`src/design/renv_pkg.sv`:
```
package renv_pkg;

  typedef struct packed {
    logic [1:0] func;
    logic [9:0] delta_ms;
  } renv_in_t;

  typedef struct packed {
    logic [15:0] level;
    logic        report;
    logic        running;
  } renv_out_t;

  // Status of the shared divider as seen by the sequencer.
  typedef struct packed {
    logic busy;
    logic done;
  } renv_div_stat_t;

  typedef enum logic [2:0] {
    ST_IDLE,
    ST_TIME,
    ST_EVAL,
    ST_MUL,
    ST_LOAD,
    ST_DIV,
    ST_OUT
  } renv_state_t;

  localparam logic [1:0] FUNC_TICK = 2'd0;
  localparam logic [1:0] FUNC_ARM  = 2'd1;
  localparam logic [1:0] FUNC_STOP = 2'd2;

  localparam logic [2:0] CFG_START_LEVEL  = 3'd0;
  localparam logic [2:0] CFG_PEAK_LEVEL   = 3'd1;
  localparam logic [2:0] CFG_RISE_TIME    = 3'd2;
  localparam logic [2:0] CFG_END_TIME     = 3'd3;
  localparam logic [2:0] CFG_REPEAT_COUNT = 3'd4;

  localparam int CFG_DATA_W  = 16;
  localparam int CFG_INDEX_W = 3;
  localparam int REPEAT_W    = 8;
  localparam int DELTA_W     = 10;
  localparam int OUT_LEVEL_W = 16;
  localparam int UNITY_RAW   = 4096;

endpackage

```
`src/design/renv_div.sv`:
```
module renv_div #(
  parameter int QW = 16,
  parameter int DW = 16
) (
  input  logic                       clk,
  input  logic                       rst_n,
  input  logic                       start,
  input  logic [QW+DW-1:0]           dividend,
  input  logic [DW-1:0]              divisor,
  output logic [QW-1:0]              quotient,
  output renv_pkg::renv_div_stat_t   stat
);

  localparam int CW = $clog2(QW + 1);

  logic [DW-1:0] rem_r;
  logic [DW-1:0] den_r;
  logic [QW-1:0] quo_r;
  logic [CW-1:0] cnt_r;
  logic          busy_r;
  logic          done_r;
  logic [DW:0]   trial;
  logic [DW:0]   trial_sub;
  logic          fits;

  // Restoring division, one quotient bit per cycle. The caller guarantees
  // the quotient fits in QW bits, so the upper dividend bits start as the
  // partial remainder and are already below the divisor.
  assign trial     = {rem_r, quo_r[QW-1]};
  assign fits      = trial >= {1'b0, den_r};
  assign trial_sub = trial - {1'b0, den_r};

  always_ff @(posedge clk) begin
    if (!rst_n) begin
      busy_r <= 1'b0;
      done_r <= 1'b0;
      cnt_r  <= '0;
    end else begin
      done_r <= 1'b0;
      if (start) begin
        busy_r <= 1'b1;
        cnt_r  <= '0;
      end else if (busy_r) begin
        cnt_r <= cnt_r + CW'(1);
        if (cnt_r == CW'(QW - 1)) begin
          busy_r <= 1'b0;
          done_r <= 1'b1;
        end
      end
    end
  end

  always_ff @(posedge clk) begin
    if (start) begin
      rem_r <= dividend[QW+DW-1:QW];
      quo_r <= dividend[QW-1:0];
      den_r <= divisor;
    end else if (busy_r) begin
      rem_r <= fits ? trial_sub[DW-1:0] : trial[DW-1:0];
      quo_r <= {quo_r[QW-2:0], fits};
    end
  end

  assign quotient  = quo_r;
  assign stat.busy = busy_r;
  assign stat.done = done_r;

  no_start_while_busy: assert property (@(posedge clk) disable iff (!rst_n)
    busy_r |-> !start)
    else $error("divider restarted while busy");

endmodule

```
`src/design/ramp_envelope_generator.sv`:
```
// Two-segment linear envelope: arm loads the registers, each tick of an
// active envelope advances the elapsed time by delta_ms and returns the
// new level, stop forces the level to unity. Every request returns exactly
// one result. A tick that interpolates is held up mainly by the shared
// restoring divider, which produces one quotient bit per cycle after a
// multiply step; every other request skips the multiply and divide.
// A result waiting in the output register does not hold off the next
// request. Registers may be written only while no request is in progress.
module ramp_envelope_generator #(
  parameter int TIME_BITS  = 16,
  parameter int LEVEL_BITS = 16
) (
  input  logic                                  clk,
  input  logic                                  rst_n,
  input  logic                                  in_valid,
  output logic                                  in_stall,
  input  renv_pkg::renv_in_t                    in_data,
  output logic                                  out_valid,
  input  logic                                  out_stall,
  output renv_pkg::renv_out_t                   out_data,
  input  logic                                  cfg_wr_en,
  input  logic [renv_pkg::CFG_INDEX_W-1:0]      cfg_index,
  input  logic [renv_pkg::CFG_DATA_W-1:0]       cfg_data
);

  localparam int PW    = LEVEL_BITS + TIME_BITS;
  localparam int SUM_W = (TIME_BITS > renv_pkg::DELTA_W ? TIME_BITS : renv_pkg::DELTA_W) + 1;
  localparam logic [LEVEL_BITS-1:0] LEVEL_MAX = '1;
  localparam logic [LEVEL_BITS-1:0] UNITY =
    (LEVEL_BITS > 12) ? LEVEL_BITS'(renv_pkg::UNITY_RAW) : LEVEL_MAX;
  localparam logic [SUM_W-1:0] TIME_MAX_EXT = SUM_W'({TIME_BITS{1'b1}});

  // Configuration registers.
  logic [LEVEL_BITS-1:0]            start_level_r;
  logic [LEVEL_BITS-1:0]            peak_level_r;
  logic [TIME_BITS-1:0]             rise_time_r;
  logic [TIME_BITS-1:0]             end_time_r;
  logic signed [renv_pkg::REPEAT_W-1:0] repeat_count_r;

  // Envelope state.
  logic [TIME_BITS-1:0]             elapsed_r;
  logic [LEVEL_BITS-1:0]            level_r;
  logic signed [renv_pkg::REPEAT_W-1:0] repeats_r;
  logic                             active_r;
  logic                             report_r;

  // Request and interpolation operands.
  logic [1:0]                       func_r;
  logic [renv_pkg::DELTA_W-1:0]     delta_r;
  logic [LEVEL_BITS-1:0]            lerp_a_r;
  logic [LEVEL_BITS-1:0]            lerp_diff_r;
  logic                             lerp_down_r;
  logic [TIME_BITS-1:0]             lerp_num_r;
  logic [TIME_BITS-1:0]             lerp_den_r;
  logic [PW-1:0]                    product_r;

  logic                             out_valid_r;
  renv_pkg::renv_out_t              out_data_r;

  renv_pkg::renv_state_t            state_r;
  renv_pkg::renv_state_t            state_nxt;

  logic                             div_start;
  logic [LEVEL_BITS-1:0]            div_quo;
  renv_pkg::renv_div_stat_t         div_stat;

  logic [SUM_W-1:0]                 time_sum;
  logic                             tick_act;
  logic                             in_rise;
  logic                             has_fall;
  logic                             in_fall;
  logic                             need_lerp;
  logic [LEVEL_BITS-1:0]            seg_a;
  logic [LEVEL_BITS-1:0]            seg_b;
  logic                             out_free;
  logic                             in_take;

  assign in_take  = in_valid && !in_stall;
  assign out_free = !out_valid_r || !out_stall;

  assign time_sum  = SUM_W'(elapsed_r) + SUM_W'(delta_r);
  assign tick_act  = (func_r == renv_pkg::FUNC_TICK) && active_r;
  assign in_rise   = elapsed_r < rise_time_r;
  assign has_fall  = end_time_r > rise_time_r;
  assign in_fall   = elapsed_r < end_time_r;
  assign need_lerp = tick_act && (in_rise || (has_fall && in_fall));
  assign seg_a     = in_rise ? start_level_r : peak_level_r;
  assign seg_b     = in_rise ? peak_level_r : start_level_r;

  always_ff @(posedge clk) begin
    if (!rst_n) begin
      start_level_r  <= '0;
      peak_level_r   <= LEVEL_BITS'(renv_pkg::UNITY_RAW);
      rise_time_r    <= '0;
      end_time_r     <= '0;
      repeat_count_r <= '0;
    end else if (cfg_wr_en) begin
      case (cfg_index)
        renv_pkg::CFG_START_LEVEL:  start_level_r  <= LEVEL_BITS'(cfg_data);
        renv_pkg::CFG_PEAK_LEVEL:   peak_level_r   <= LEVEL_BITS'(cfg_data);
        renv_pkg::CFG_RISE_TIME:    rise_time_r    <= TIME_BITS'(cfg_data);
        renv_pkg::CFG_END_TIME:     end_time_r     <= TIME_BITS'(cfg_data);
        renv_pkg::CFG_REPEAT_COUNT: repeat_count_r <= cfg_data[renv_pkg::REPEAT_W-1:0];
        default: ;
      endcase
    end
  end

  always_ff @(posedge clk) begin
    if (!rst_n) begin
      state_r <= renv_pkg::ST_IDLE;
    end else begin
      state_r <= state_nxt;
    end
  end

  always_comb begin
    state_nxt = state_r;
    case (state_r)
      renv_pkg::ST_IDLE: if (in_valid) state_nxt = renv_pkg::ST_TIME;
      renv_pkg::ST_TIME: state_nxt = renv_pkg::ST_EVAL;
      renv_pkg::ST_EVAL: state_nxt = need_lerp ? renv_pkg::ST_MUL : renv_pkg::ST_OUT;
      renv_pkg::ST_MUL:  state_nxt = renv_pkg::ST_LOAD;
      renv_pkg::ST_LOAD: state_nxt = renv_pkg::ST_DIV;
      renv_pkg::ST_DIV:  if (div_stat.done) state_nxt = renv_pkg::ST_OUT;
      renv_pkg::ST_OUT:  if (out_free) state_nxt = renv_pkg::ST_IDLE;
      default:           state_nxt = renv_pkg::ST_IDLE;
    endcase
  end

  always_comb begin
    in_stall  = 1'b1;
    div_start = 1'b0;
    case (state_r)
      renv_pkg::ST_IDLE: in_stall  = 1'b0;
      renv_pkg::ST_LOAD: div_start = 1'b1;
      default: ;
    endcase
  end

  // Envelope state and sequencing of one request.
  always_ff @(posedge clk) begin
    if (!rst_n) begin
      elapsed_r <= '0;
      level_r   <= UNITY;
      repeats_r <= '0;
      active_r  <= 1'b0;
    end else begin
      case (state_r)
        renv_pkg::ST_TIME: begin
          if (tick_act) begin
            elapsed_r <= (time_sum > TIME_MAX_EXT) ? {TIME_BITS{1'b1}}
                                                   : time_sum[TIME_BITS-1:0];
          end
        end
        renv_pkg::ST_EVAL: begin
          case (func_r)
            renv_pkg::FUNC_TICK: begin
              if (tick_act && !need_lerp) begin
                level_r <= has_fall ? start_level_r : peak_level_r;
                // End of a cycle: restart while repeats remain.
                if (repeats_r != '0) begin
                  if (!repeats_r[renv_pkg::REPEAT_W-1]) begin
                    repeats_r <= repeats_r - renv_pkg::REPEAT_W'(1);
                  end
                  elapsed_r <= '0;
                end else begin
                  active_r <= 1'b0;
                end
              end
            end
            renv_pkg::FUNC_ARM: begin
              elapsed_r <= '0;
              level_r   <= (rise_time_r != '0) ? start_level_r : peak_level_r;
              repeats_r <= repeat_count_r;
              active_r  <= 1'b1;
            end
            renv_pkg::FUNC_STOP: begin
              active_r <= 1'b0;
              level_r  <= UNITY;
            end
            default: ;
          endcase
        end
        renv_pkg::ST_DIV: begin
          if (div_stat.done) begin
            level_r <= lerp_down_r ? (lerp_a_r - div_quo) : (lerp_a_r + div_quo);
          end
        end
        default: ;
      endcase
    end
  end

  always_ff @(posedge clk) begin
    if (in_take) begin
      func_r  <= in_data.func;
      delta_r <= in_data.delta_ms;
    end
    if (state_r == renv_pkg::ST_EVAL) begin
      report_r    <= tick_act;
      lerp_a_r    <= seg_a;
      lerp_down_r <= seg_b < seg_a;
      lerp_diff_r <= (seg_b < seg_a) ? (seg_a - seg_b) : (seg_b - seg_a);
      lerp_num_r  <= in_rise ? elapsed_r : (elapsed_r - rise_time_r);
      lerp_den_r  <= in_rise ? rise_time_r : (end_time_r - rise_time_r);
    end
    if (state_r == renv_pkg::ST_MUL) begin
      product_r <= PW'(lerp_diff_r) * PW'(lerp_num_r);
    end
  end

  renv_div #(
    .QW(LEVEL_BITS),
    .DW(TIME_BITS)
  ) u_div (
    .clk      (clk),
    .rst_n    (rst_n),
    .start    (div_start),
    .dividend (product_r),
    .divisor  (lerp_den_r),
    .quotient (div_quo),
    .stat     (div_stat)
  );

  always_ff @(posedge clk) begin
    if (!rst_n) begin
      out_valid_r <= 1'b0;
    end else if (state_r == renv_pkg::ST_OUT && out_free) begin
      out_valid_r <= 1'b1;
    end else if (!out_stall) begin
      out_valid_r <= 1'b0;
    end
  end

  always_ff @(posedge clk) begin
    if (state_r == renv_pkg::ST_OUT && out_free) begin
      out_data_r.level   <= renv_pkg::OUT_LEVEL_W'(level_r);
      out_data_r.report  <= report_r;
      out_data_r.running <= active_r;
    end
  end

  assign out_valid = out_valid_r;
  assign out_data  = out_data_r;

  div_only_in_div_state: assert property (@(posedge clk) disable iff (!rst_n)
    (div_stat.busy || div_stat.done) |-> state_r == renv_pkg::ST_DIV)
    else $error("divider active outside of the divide phase");

  quotient_in_range: assert property (@(posedge clk) disable iff (!rst_n)
    (state_r == renv_pkg::ST_DIV && div_stat.done) |-> div_quo <= lerp_diff_r)
    else $error("interpolation step exceeds the level span");

  pending_result_kept: assert property (@(posedge clk) disable iff (!rst_n)
    (state_r == renv_pkg::ST_OUT && out_valid_r && out_stall) |=>
      state_r == renv_pkg::ST_OUT)
    else $error("result register overwritten while a result is pending");

  stop_clears_active: assert property (@(posedge clk) disable iff (!rst_n)
    (state_r == renv_pkg::ST_EVAL && func_r == renv_pkg::FUNC_STOP) |=>
      (!active_r && level_r == UNITY))
    else $error("stop request did not halt the envelope");

endmodule

```
`config.mk`:
```
export PLATFORM = sky130hd
export DESIGN_NAME = ramp_envelope_generator
export DESIGN_NICKNAME = d
export VERILOG_FILES = /design/src/design/renv_pkg.sv /design/src/design/renv_div.sv /design/src/design/ramp_envelope_generator.sv
export SDC_FILE = /design/constraint.sdc
export NUM_CORES = 1
export LEC_CHECK = 0
export BUFFER_PORTS_ARGS = -buffer_cell sky130_fd_sc_hd__buf_2
export CAP_MARGIN = 10
export CORE_ASPECT_RATIO = 1.5
export CORE_UTILIZATION = 50
export CTS_CLUSTER_SIZE = 30
export DETAILED_ROUTE_END_ITERATION = 10
export PLACE_DENSITY = 0.66
export REMOVE_ABC_BUFFERS = 1
export SYNTH_ARGS = -nofsm -noshare
export SYNTH_HDL_FRONTEND = slang
export SYNTH_SLANG_ARGS = --single-unit
```
`constraint.sdc`:
```
create_clock -name clk -period 9.95 [get_ports clk]
set_input_delay 0.4975 -clock clk [delete_from_list [all_inputs] [get_ports clk]]
set_output_delay 0.4975 -clock clk [all_outputs]
set_load 0.03 [all_outputs]
```
Yosys cells after proc, flatten, opt, wreduce, memory -nomap -nowiden
Cells that the tools add are included.
- register bits after elaboration: 300
- input port bits: 36
- output and inout port bits: 20
- add/sub/neg operators: 10
- multiply operators: 1
- order comparisons: 6
- eq/ne operators: 26
- multiplexer cells: 43
- bitwise gates (word level): 2
- reductions and logical operators: 34
- operators with widths (kind ; count):
    $mux 16 ; 19
    $pmux 16 s2 ; 3
    $sub 16x16->16 ; 6
    $lt 16x16->1 ; 3
    $pmux 16 s3 ; 1
    $mul 16x16->32 ; 1
    $mux 8 ; 3
    $pmux 3 s7 ; 1
    $add 16x10->17 ; 1
    $ge 17x16->1 ; 1
    $gt 17x16->1 const B ; 1
    $add 16x16->16 ; 1
    $gt 16x16->1 ; 1
    $pmux 8 s2 ; 1
    $reduce_bool 16->1 ; 1
    $eq 3x2->1 const B ; 4
    $eq 3x3->1 const B ; 4
    $mux 3 ; 4
    $reduce_and 4->1 ; 3
    $mux 1 ; 10
    $ne 2x2->1 const B ; 5
    $reduce_and 2->1 ; 5
    $reduce_and 5->1 ; 2
    $ne 2x1->1 const B ; 4
    22 further kinds ; 37

Depth between registers and ports, before layout
- depth after elaboration: 9
- gate-level depth with buffers: 28
- mapped depth without buffers: 25

Cells and area by module
From an unflattened synthesis, not the netlist that was laid out.
- cell total of the unflattened synthesis: 2988
- area total of the unflattened synthesis: 26459.1 um^2
- modules (own cells, without submodules) (module ; instances ; cells an instance ; area an instance (um^2) ; sequential area each (um^2)):
    ramp_envelope_generator ; 1 ; 2700 ; 23228.5 ; 6185.9
    renv_div ; 1 ; 288 ; 3230.6 ; 1581.5

Worst setup path before layout
Ideal clock, no wire load.
- path type: register to register
- from: register lerp_num_r[7]
- to: register product_r[31], data pin
- arrival: 6336 ps
- required time: 9690 ps
- slack: 3354 ps
- cell stages (with the launch flop): 27
- cells stage by stage: edfxtp_1 > clkbuf_1 > nand2_1 > fa_1 > inv_1 > fa_1 > inv_1 > fa_1 > inv_1 > fa_1 > fa_1 > inv_1 > fa_1 > inv_1 > ha_1 > a21o_1 > a21oi_1 > inv_1 > or3_1 > a22o_1 > a311oi_1 > o21ai_0 > a31o_2 > nand4_1 > nand4b_1 > a21oi_1 > xnor2_1
- longest elaborated chain between the ends: 1
- ends and longest elaborated chain (item ; line ; text):
    start, declared ; ramp_envelope_generator.sv:53 ; logic [TIME_BITS-1:0] lerp_num_r;
    start signal, assigned ; ramp_envelope_generator.sv:205 ; lerp_num_r <= in_rise ? elapsed_r : (elapsed_r - rise_time_r);
    $mul 16x16->32 ; ramp_envelope_generator.sv:209 ; product_r <= PW'(lerp_diff_r) * PW'(lerp_num_r);
    end signal, assigned ; ramp_envelope_generator.sv:209 ;
    end, declared ; ramp_envelope_generator.sv:55 ; logic [PW-1:0] product_r;
Every way passes these cells.
A chain may end at the register's enable or synchronous reset.

Worst setup path after layout
- from: register lerp_diff_r[5]
- to: register product_r[31], data pin
- longest elaborated chain between the ends: 1
- ends and longest elaborated chain (item ; line ; text):
    start, declared ; ramp_envelope_generator.sv:51 ; logic [LEVEL_BITS-1:0] lerp_diff_r;
    start signal, assigned ; ramp_envelope_generator.sv:204 ; lerp_diff_r <= (seg_b < seg_a) ? (seg_a - seg_b) : (seg_b - seg_a);
    $mul 16x16->32 ; ramp_envelope_generator.sv:209 ;
Every way passes these cells.

==> impl_metrics.ini <==
[synth]
synthesis.instances = 3048
synth_edf_count = 176
yosysMostFrequentCell = nand2_1
synth_area_per_cell_sq_um = 8.76
synthTopCellsByCount = 514 x nand2_1, 333 x inv_1, 241 x a21oi_1
ys_seq_area_share_pct = 29.1
yosysWarnings = 0
synth_top_area_share_pct = 19.8
async_flop_share_pct = 0
synthTopCellsByArea = edfxtp_1 20%, fa_1 15%, ha_1 9.5%, dfxtp_1 9.3%, nand2_1 7.2%
synth.largest_area_cell = edfxtp_1
ys.flop_type = edfxtp_1
ys_ff_latch = 300
synth_cell_types = 89
synth.cell_area_sq_um = 26700

[floorplan]
rows = 103
die_w_um = 191
die_area_sq_um = 54300
io_pins = 56
die_height_um = 285
start_util_pct = 50.7
coreArea_sq_um = 52700

[grt]
grt_overflow = 0
met2_usage_pct = 52.3
grt-busiest-layer = met2
grt_usage_pct = 28.3
gr-usage-met1_pct = 32.8
grtUsageMet3_pct = 2.24
grt_pass1_vias = 21900
grt_max_degree = 96
grt_pass1_wl_um = 119000
antenna_found_initial = 1

[clock_network]
clkLatencyLatePin_ns = 0.60
cts.sinks = 300
cts.hold.buffers_added = 0
h-tree-depth = 1
clk_pin_slew_ns = 0.07
cts_root_buf = clkbuf_16
cts.repair.resized = 0
cts_tree = done
postCtsSetupRepairBufs = 0
cts_made_buffers = 31
clk_path_buf_depth = 3

[drt]
drt.antenna.violating_nets = 0
vias_per_cell = 5.85
first_pass_iters = 6
drtIter0Drc = 1473
routed_wl_um = 76700
drc = 0
routedWlPerCell_um = 20.7
num_vias = 21700

[critical_path]
path_class = flip-flop to flip-flop
path_buf_inv = 5
worstPathCellList = and2_1, fa_1, inv_1, fa_1, inv_1, fa_1, fa_1, fa_1, inv_1, fa_1, inv_1, ha_1, a21o_1, a21oi_1, inv_1, or3_1, a22o_1, a311oi_1, o21ai_0, a31o_2, nand4_1, nand4b_1, a21oi_1, xnor2_1
cp_slowest_stage_delay_ns = 0.70
critPathMaxFanout = 16
crit_required_ns = 10.27
rr_worst_depth = 24
endpoint_kind = flip-flop
timing.rr.end = product_r[31]
crit_path_start = lerp_diff_r[5]
startpoint_type = flip-flop
path_delay_family = adder cells
slowest_stage = a311oi_1
crit_arrival_ns = 7.94
crit_top_cell = fa_1
reg2reg_from = lerp_diff_r[5]
r2r_setup_slack_ns = 2.34

[pwr]
p_leak_nw = 12.0
sw_frac_of_total_pct = 48.7
intPower_mw = 4.88
p_clk_share_pct = 13.2
p_switching_mw = 4.64
power_frac_seq_pct = 19.4
combPwrFrac_pct = 67.4
ir_worst_vdd_mv = 0.798
p_per_area_nw_per_um2 = 334

[sta]
finalHoldViolations = 0
fin_skew_ns = 0.0358
worst_pin_slew_ns = 1.20
rsz0062_at_grt = no
report.final.slew_viol_count = 0
finalCritPeriodShare_pct = 76.5
period_needed_ns = 7.61
fmax_ghz = 0.131
tns_ns = 0
setup_viol = 0
whs_ns = 0.0725
slew-limit-headroom_pct = 20.0

[worst_hold_path]
holdPathEnd = func_r[0]
whs_path_depth = 1
holdCritPathClass = primary input to flip-flop
holdCritStartpoint = in_data[10]

[final_layout]
layout-drive-gt1-share_pct = 5.72
areaGrowthSynthToFinish_pct = 6.75
nNetsFinal = 3438

[place]
io_buffer_count = 55
dp_hpwl_um = 59900
gp_congestion = 0.922

[outcome]
status = completed

[job]
cap_violations = 0
==> stage by stage <==
step / cells / util, % / setup slack (ns) / power [mW] / cell area (sq um)
6_report: 3709 / 54.1 / 2.34 / 9.51 / 28500
5_1_grt: 3708 / 54.1 / 1.89 / 10.3 / 28500
4_1_cts: 3708 / 54.1 / 2.35 / 9.61 / 28500
3_5_place_dp: 3650 / 52.0 / 2.41 / 8.24 / 27400
3_3_place_gp: 3650 / 52.0 / 2.56 / 8.23 / 27400
2_1_floorplan: 2895 / - / 3.44 / 6.09 / 26100
==> cell type report <==
| class | instances | area (sq um) |
|---|---|---|
| multi-input cells | 2260 | 17100 |
| inverters | 335 | 1260 |
| clock inverters | 20 | 210 |
| well taps | 682 | 853 |
| clock buffers | 38 | 896 |
| flip-flops and latches | 300 | 7770 |
| diodes | 1 | 2.50 |
| fillers | 4862 | 24200 |
| repair buffers | 73 | 410 |
==> cell families (layout without fill, tap and decap cells) <==
| logic type | after synthesis | in the layout | synth area share [%] |
|---|---|---|---|
| flip-flops | 300 | 300 | 29.1 |
| XOR/XNOR | 108 | 108 | 3.54 |
| AO/OA/AOI/OAI | 627 | 627 | 15.2 |
| adder cells (fa/ha/maj) | 403 | 403 | 24.5 |
| other | 0 | 1 | 0 |
| buffers and inverters | 488 | 466 | 6.97 |
| AND/OR/NAND/NOR | 1063 | 1063 | 18.5 |
| multiplexers | 59 | 59 | 2.25 |
==> worst max-delay path by stage <==
| stage | end | slack (ns) | depth (start not counted) |
|---|---|---|---|
| 3_5_place_dp | product_r[31] | 2.41 | 25 |
| 4_1_cts | product_r[31] | 2.35 | 24 |
| 6_report | product_r[31] | 2.34 | 24 |
| 5_1_grt | product_r[31] | 1.89 | 25 |
| 2_1_floorplan | product_r[31] | 3.44 | 24 |
| 3_3_place_gp | product_r[31] | 2.56 | 24 |
==> sequential cells by signal, indices dropped and copies added (netlist names), 10 cells and up <==
name / count
delta_r: 10
elapsed_r: 16
end_time_r: 16
lerp_a_r: 16
lerp_den_r: 16
lerp_diff_r: 16
lerp_num_r: 16
level_r: 16
out_data: 18
peak_level_r: 16
product_r: 32
rise_time_r: 16
start_level_r: 16
u_div.den_r: 16
u_div.quotient: 16
u_div.rem_r: 16
==> layer usage <==
metal	routed length, um	vias to the layer above
li1	-	10300
met1	29400	10600
met2	40500	681
met3	3110	164
met4	3670	2
met5	13	-
==> power by group through the flow <==
stage,logic [mW],registers (mW),clock network (mW)
after floorplan,4.27,1.82,0
after global placement,6.37,1.86,0
after detailed placement,6.38,1.86,0
after CTS,6.49,1.84,1.28
after global routing,7.11,1.85,1.31
final,6.41,1.84,1.26
==> placed cells by master (no fill, tap or decap), types with 14 or more instances in the layout <==
cell	instances
clkbuf_16	34
mux2i_1	53
dfxtp_1	124
fa_1	199
inv_1	332
nor3_1	42
a21o_1	38
a21boi_0	16
o21bai_1	14
xnor2_1	77
edfxtp_1	176
nor4_1	17
nand2b_1	29
a211oi_1	25
o221ai_1	19
or3_1	15
o31ai_1	20
nor2b_1	31
buf_2	55
o21ai_0	106
o211ai_1	38
buf_4	18
a21oi_1	240
ha_1	202
and3_1	17
nand3_1	44
xor2_1	31
nand2_1	514
nand4_1	25
and2_1	125
nor2_1	156
No activity file was read; power rests on OpenSTA's default activity.
